$ cat config.mk
export PLATFORM = sky130hd
export DESIGN_NAME = v4alu_div
export DESIGN_NICKNAME = d
export VERILOG_FILES = /design/src/hdl/v4alu_pkg.sv /design/src/hdl/v4alu_div.sv
export SDC_FILE = /design/constraint.sdc
export NUM_CORES = 2
export LEC_CHECK = 0
export ABC_AREA = 1
export BUFFER_PORTS_ARGS = -buffer_cell sky130_fd_sc_hd__buf_2
export CELL_PAD_IN_SITES_DETAIL_PLACEMENT = 1
export CELL_PAD_IN_SITES_GLOBAL_PLACEMENT = 1
export CORE_MARGIN = 2
export CORE_UTILIZATION = 44
export CTS_BUF_LIST = sky130_fd_sc_hd__clkbuf_8
export CTS_CLUSTER_DIAMETER = 200
export DETAILED_ROUTE_END_ITERATION = 8
export PLACE_DENSITY = 0.79
export SYNTH_ARGS = -nofsm -noshare
export SYNTH_HDL_FRONTEND = slang
export SYNTH_SLANG_ARGS = --single-unit
$ cat constraint.sdc
create_clock -name clock -period 6.2 [get_ports clock]
set_input_delay 1.24 -clock clock [delete_from_list [all_inputs] [get_ports clock]]
set_output_delay 1.24 -clock clock [all_outputs]
set_load 0.01 [all_outputs]
$ cat src/hdl/v4alu_pkg.sv
`default_nettype none
// ----------------------------------------------------------------------------
// v4alu_pkg: shared types and constants
// Widths, pipeline stage positions, operation codes and the saturation helper
// for the four-component fixed-point vector unit.
// ----------------------------------------------------------------------------
package v4alu_pkg;

   localparam int FRAC_BITS = 16;
   localparam int WORD_W    = 32;
   localparam int VEC_N     = 4;
   localparam int MAT_PAIRS = 8;
   localparam int CSR_IDX_W = 3;
   localparam int PAIR_W    = 2 * WORD_W;

   localparam int PROD_W    = 2 * WORD_W;
   localparam int SUM_W     = PROD_W + 2;

   // square root: one result bit per stage
   localparam int ROOT_W    = WORD_W + 1;
   localparam int RAD_W     = 2 * ROOT_W;
   localparam int REM_W     = ROOT_W + 3;

   // normalize divider: quotient never exceeds 1.0
   localparam int DIV_W     = WORD_W + FRAC_BITS;
   localparam int QUOT_W    = FRAC_BITS + 1;

   // stage positions in the main pipeline
   localparam int LANE_STG  = 2;
   localparam int MERGE_STG = LANE_STG + 1;
   localparam int ROOT_STG  = LANE_STG + ROOT_W;
   localparam int LEN_STG   = ROOT_STG + 1;
   localparam int QUOT_STG  = ROOT_STG + QUOT_W;
   localparam int DEPTH     = QUOT_STG + 1;

   typedef logic [WORD_W-1:0] word_type;
   typedef word_type [VEC_N-1:0] vec_type;

   typedef enum logic [2:0] {
      MODE_ADD   = 3'd0,
      MODE_SUB   = 3'd1,
      MODE_DOT   = 3'd2,
      MODE_LENSQ = 3'd3,
      MODE_LEN   = 3'd4,
      MODE_NORM  = 3'd5,
      MODE_SCALE = 3'd6,
      MODE_XFORM = 3'd7
   } mode_type;

   localparam logic [1:0] ST_OK   = 2'd0;
   localparam logic [1:0] ST_SAT  = 2'd1;
   localparam logic [1:0] ST_ZERO = 2'd2;

   typedef struct packed {
      mode_type                      mode;
      vec_type                       r;
      word_type                      scalar;
      logic                          sat;
      logic                          zero;
      logic [VEC_N-1:0][WORD_W-1:0]  mag;
      logic [VEC_N-1:0]              neg;
   } side_type;

   typedef struct packed {
      logic     sat;
      word_type val;
   } sat_type;

   localparam logic signed [SUM_W-1:0] WORD_MAX = (2 ** (WORD_W - 1)) - 1;
   localparam logic signed [SUM_W-1:0] WORD_MIN = -WORD_MAX - 1;

   function automatic sat_type sat_word(input logic signed [SUM_W-1:0] v);
      sat_type s;
      s.sat = 1'b0;
      s.val = v[WORD_W-1:0];
      if (v > WORD_MAX) begin
         s.sat = 1'b1;
         s.val = WORD_MAX[WORD_W-1:0];
      end else if (v < WORD_MIN) begin
         s.sat = 1'b1;
         s.val = WORD_MIN[WORD_W-1:0];
      end
      return s;
   endfunction

endpackage
`default_nettype wire

$ cat src/hdl/v4alu_div.sv
`default_nettype none
// ----------------------------------------------------------------------------
// v4alu_div: pipelined unsigned divider lane
// Restoring division, one quotient bit per stage, quotient below 2^QUOT_W.
// ----------------------------------------------------------------------------
module v4alu_div import v4alu_pkg::*; (
   input  logic              clock,
   input  logic              en,
   input  logic [DIV_W-1:0]  dividend,
   input  logic [ROOT_W-1:0] divisor,
   output logic [QUOT_W-1:0] quot
);

   logic [DIV_W-1:0]  rem_ff [QUOT_W];
   logic [ROOT_W-1:0] dvs_ff [QUOT_W];
   logic [QUOT_W-1:0] q_ff   [QUOT_W];

   for (genvar s = 0; s < QUOT_W; s++) begin : g_stage
      logic [DIV_W-1:0]  rem_cur;
      logic [ROOT_W-1:0] dvs_cur;
      logic [QUOT_W-1:0] q_cur;
      logic [DIV_W+1:0]  dsh;
      logic [DIV_W+1:0]  diff;

      if (s == 0) begin : g_first
         assign rem_cur = dividend;
         assign dvs_cur = divisor;
         assign q_cur   = '0;
      end else begin : g_next
         assign rem_cur = rem_ff[s-1];
         assign dvs_cur = dvs_ff[s-1];
         assign q_cur   = q_ff[s-1];
      end

      assign dsh  = {{(DIV_W+2-ROOT_W){1'b0}}, dvs_cur} << (QUOT_W - 1 - s);
      assign diff = {2'b00, rem_cur} - dsh;

      always_ff @(posedge clock) begin
         if (en) begin
            rem_ff[s] <= diff[DIV_W+1] ? rem_cur : diff[DIV_W-1:0];
            dvs_ff[s] <= dvs_cur;
            q_ff[s]   <= {q_cur[QUOT_W-2:0], ~diff[DIV_W+1]};
         end
      end
   end

   assign quot = q_ff[QUOT_W-1];

endmodule
`default_nettype wire

* Yosys cells after proc, flatten, opt, wreduce, memory -nomap -nowiden
Memories as Yosys holds them, arrays and structs flattened.
Index checks and enable logic that the tools add are counted.
** Storage, ports and cells
- Bits in registers :: 0
- Memory bits (writable) :: 1666
- Word-level logic and storage cells :: 56
- Memories kept :: 3
** Cells by class
- Bitwise logic cells :: 17
- Muxes and demuxes :: 19
- Add/sub/neg operators :: 17
** Memories
- rem_ff :: words 17, bits a word 48, rd ports 16, clocked after Yosys merged registers in 0, write ports 17, RTL line v4alu_div.sv:14 : logic [DIV_W-1:0] rem_ff [QUOT_W];
- dvs_ff :: words 17, bits a word 33, rd ports 16, clocked after Yosys merged registers in 0, write ports 17, RTL line v4alu_div.sv:15 : logic [ROOT_W-1:0] dvs_ff [QUOT_W];
- q_ff :: words 17, bits a word 17, rd ports 17, clocked after Yosys merged registers in 0, write ports 17, RTL line v4alu_div.sv:16 : logic [QUOT_W-1:0] q_ff [QUOT_W];
** Operators by type and width (count)
- $mux 48 :: 17
- $sub 48x49->50 :: 1
- $sub 48x33->49 :: 1
- $sub 48x34->49 :: 1
- $sub 48x35->49 :: 1
- $sub 48x36->49 :: 1
- $sub 48x37->49 :: 1
- $sub 48x38->49 :: 1
- $sub 48x39->49 :: 1
- $sub 48x40->49 :: 1
- $sub 48x41->49 :: 1
- $sub 48x42->49 :: 1
- $sub 48x43->49 :: 1
- $sub 48x44->49 :: 1
- $sub 48x45->49 :: 1
- $sub 48x46->49 :: 1
- $sub 48x47->49 :: 1
- $sub 48x48->49 :: 1
- $not 1->1 :: 17
- $mux 1 :: 2

* Longest topological paths before layout
An unclocked memory read counts as a cell.
- Depth after elaboration :: 3
- Gate-level depth with buffers :: 17
- Depth with buffers taken out :: 15

* Least setup slack after synthesis
Ideal clock, no wire load.
- Path type :: input port to flip-flop
- From :: in dividend[16]
- To :: mem rem_ff[0][38] in the netlist's numbering, data pin
- Data arrival time :: 2703 ps
- Required time :: 5947 ps
- Path slack :: 3244 ps
- Stages :: 15
- Cell sequence :: inv_1 -> ha_1 -> fa_1 -> inv_1 -> nand3_1 -> nand3_1 -> nand2_1 -> nand2_1 -> nand2_1 -> nand2_1 -> nand2_1 -> nand2_1 -> nand2_1 -> nand3_1 -> nand2_1
** RTL lines
- start, declared :: RTL line v4alu_div.sv:9 : input logic [DIV_W-1:0] dividend,
- end, declared :: RTL line v4alu_div.sv:14

==> results.sh <==
export IMPL_synthCells=13800
export IMPL_dr_total_vias=92300
export IMPL_io_pins=100
export IMPL_cts_root_buf="clkbuf_8"
export IMPL_cts_tree="yes"
export IMPL_synth_xor_area_frac=0.0247
export IMPL_antenna_left=0
export IMPL_core_area_sq_um=228000
export IMPL_worst_path_stages=10
export IMPL_r2r_cells=10
export IMPL_arrival_ns=4.74
export IMPL_synth_edf_count=1449
export IMPL_cts_max_path_buffers=4
export IMPL_clock_fmax_mhz=250
export IMPL_drc=0
export IMPL_finalClockSkew_ns=0.0961
export IMPL_grt_first_pass_wirelength_mm=595
export IMPL_wire_per_inst_um=23.5
export IMPL_critPathRequiredTime_ns=6.95
export IMPL_clk_latency_ns=1.09
export IMPL_synth_distinct_cells=55
export IMPL_synth_flop_cell="edfxtp_1"
export IMPL_syn_to_final_growth_pct=9.06
export IMPL_rsz0062_at_grt="no"
export IMPL_clkSlewWorstSetupHoldPaths_ns=0.06
export IMPL_cts_repair_resized=0
export IMPL_netlist_area_sq_um=101000
export IMPL_yosys_mux_area_fraction=0
export IMPL_worst_slew_pin_slew_ns=1.36
export IMPL_cp_max_fo=36
export IMPL_slew_viol_final=0
export IMPL_antenna_found_initial=15
export IMPL_fin_ws_ns=2.20
export IMPL_firstDrtPassIters=6
export IMPL_worst_path_buf_inv=2
export IMPL_drv_cap=0
export IMPL_grt_pass1_vias=94700
export IMPL_max_slew_margin=0.0961
export IMPL_dp_hpwl_mm=336
export IMPL_ys_seq_area_frac=0.431
export IMPL_tns_ns=0
export IMPL_cts_num_sinks=1449
export IMPL_routed_top_layer="met5"
export IMPL_min_period_over_period=0.644
export IMPL_worstPathCellList="inv_1 > ha_1 > nand2_1 > inv_1 > a21oi_1 > o21ai_1 > nor3_4 > nand3_4 > nand3_1 > nand2_1"
export IMPL_cellLeakagePower_nw=55.1
export IMPL_post_cts_buffers=0
export IMPL_rrSetupSlack_ns=2.20
export IMPL_synth_compound_area_frac=0.0457
export IMPL_worstSetupStartpointType="register"
export IMPL_syn_area_per_cell_sq_um=7.32
export IMPL_synthSimpleGateAreaFrac=0.314
export IMPL_path_class="reg2reg"
export IMPL_fp_dieH_um=483
export IMPL_r2r_end="rem_ff[0][468]"
export IMPL_placementRows=175
export IMPL_worst_path_max_delay_cell="nor3_4"
export IMPL_dr_wl_met3_mm=21.6
export IMPL_slowest_delay_ns=0.85
export IMPL_final_net_count=14800
export IMPL_hold_buffers=0
export IMPL_endpoint_kind="register"
export IMPL_track_usage=0.343
export IMPL_cp_endpoint="rem_ff[0][468]"
export IMPL_die_area_sq_um=233000
export IMPL_synth_top_family_by_area="simple AND/OR/NAND/NOR gates"
export IMPL_drive_gt1_frac=0.0504
export IMPL_start_util=0.443
export IMPL_place_gp_congestion=0.987
export IMPL_met2_length_mm=190
export IMPL_drt_total_wl_mm=406
export IMPL_p_per_area_nw_per_um2=464
export IMPL_synthAdderAreaFrac=0.0725
export IMPL_yosys_warnings=0
export IMPL_first_iter_violations=6802
export IMPL_finalHoldViolations=0
export IMPL_ys_ff_latch=1449
export IMPL_finalSetupViolations=0
export IMPL_dp_slack_ns=2.32
export IMPL_cts_made_buffers=287
export IMPL_final_min_clock_period_ns=4.00
export IMPL_grt_max_degree=149
export IMPL_status="finished, final reports clean"
export IMPL_r2r_start="dvs_ff[0][292]"
export IMPL_cp_top_family="simple AND/OR/NAND/NOR gates"
export IMPL_syn_nets=14400
export IMPL_dieWidth_um=483
export IMPL_overflow=0
export IMPL_met1_length_mm=172
export IMPL_cts_htree_levels=5
export IMPL_io_buffers=99
export IMPL_ir_worst_vdd_v=0.000242
export IMPL_vias_per_cell=5.33
export IMPL_hold_class="in2reg"
export IMPL_crit_start="dvs_ff[0][292]"
export IMPL_async_flop_share=0
[worst min-delay path by stage]
stage | cells past startpoint | to | slack (ns) | from
6_report | 1 | rem_ff[0][13] | 0.34 | dividend[13]
5_1_grt | 1 | rem_ff[0][6] | 0.28 | dividend[6]
3_3_place_gp | 0 | q_ff[0][280] | 0.40 | q_ff[0][262]
3_5_place_dp | 0 | q_ff[0][285] | 0.41 | q_ff[0][267]
2_1_floorplan | 0 | q_ff[0][103] | 0.40 | q_ff[0][85]
4_1_cts | 1 | rem_ff[0][13] | 0.24 | dividend[13]
[cell families after synthesis]
logic type,after synthesis
DFF,1449
buffers and inverters,2885
and+or+nand+nor,7749
adders and majority gates,575
AOI/OAI and AO/OA,831
xor gates and xnor gates,284
[cells in the mapped netlist (all sizes together) (20+ instances only)]
library cell / n / area [sq um]
nand2: 5391 / 20300
inv: 2768 / 10400
edfxtp: 1449 / 43500
nor2: 1149 / 4440
nand3: 711 / 3690
ha: 559 / 6990
a21oi: 498 / 2770
o21ai: 279 / 1430
nand4: 195 / 1230
xor2: 168 / 1470
nand3b: 134 / 1010
xnor2: 116 / 1020
buf: 102 / 821
nor3: 98 / 549
o21bai: 40 / 304
and2: 29 / 181
or2: 20 / 125
[layer usage]
layer	vias up	global-route usage
met3	792	0.0452
met1	45000	0.436
met5	-	0
met2	2719	0.574
li1	43800	-
met4	12	0.167
[stage by stage]
step / hold WS (ns) / cell area [sq um] / instances / util / total power (W)
global placement: 0.400 / 105000 / 16800 / 0.460 / 0.0403
CTS: 0.240 / 110000 / 17300 / 0.483 / 0.0508
floorplan: 0.400 / 101000 / 13800 / - / 0.0313
finish: 0.337 / 110000 / 17300 / 0.483 / 0.0511
global route: 0.285 / 110000 / 17300 / 0.483 / 0.0542
detailed placement: 0.406 / 105000 / 16800 / 0.460 / 0.0412
[cell type report]
cell class	instances	area, sq um
Tap cell	3009	3760
Inverter	2770	10400
Clock buffer	294	4050
Fill cell	29000	118000
Clock inverter	183	1210
Sequential cell	1449	43500
Antenna cell	10	25.0
Timing Repair Buffer	145	968
Multi-Input combinational cell	9439	46100
[sequential cells by signal, indices dropped and copies added (netlist names)]
register,flops
dvs_ff,528
q_ff,153
rem_ff,768
[cells in the final DEF, fill, tap and decap left out, types with 17 or more instances in the layout]
master	Yosys	layout
xnor2_1	116	116
inv_2	25	25
or2_2	18	18
nand2_1	5367	5367
buf_4	31	37
nor3_1	90	90
nand3_1	690	690
nand4_1	194	194
a21oi_2	66	66
nand3_2	17	17
clkbuf_8	0	294
a21oi_1	429	429
o21bai_1	39	39
nand2_2	22	22
ha_1	559	559
clkinv_2	0	34
inv_1	2740	2801
nor2_2	26	26
o21ai_0	174	174
edfxtp_1	1449	1449
nand3b_1	134	134
clkinv_1	2	57
nor2_1	1116	1116
xor2_1	168	168
o21ai_1	95	95
buf_2	32	98
and2_1	29	29
[where the power goes]
part	switching (W)	leakage [nW]	internal, W
sequential	0.00234	14.0	0.0140
combinational	0.0178	38.2	0.00751
clock	0.00446	2.90	0.00502
No activity file was read; power rests on OpenSTA's default activity.
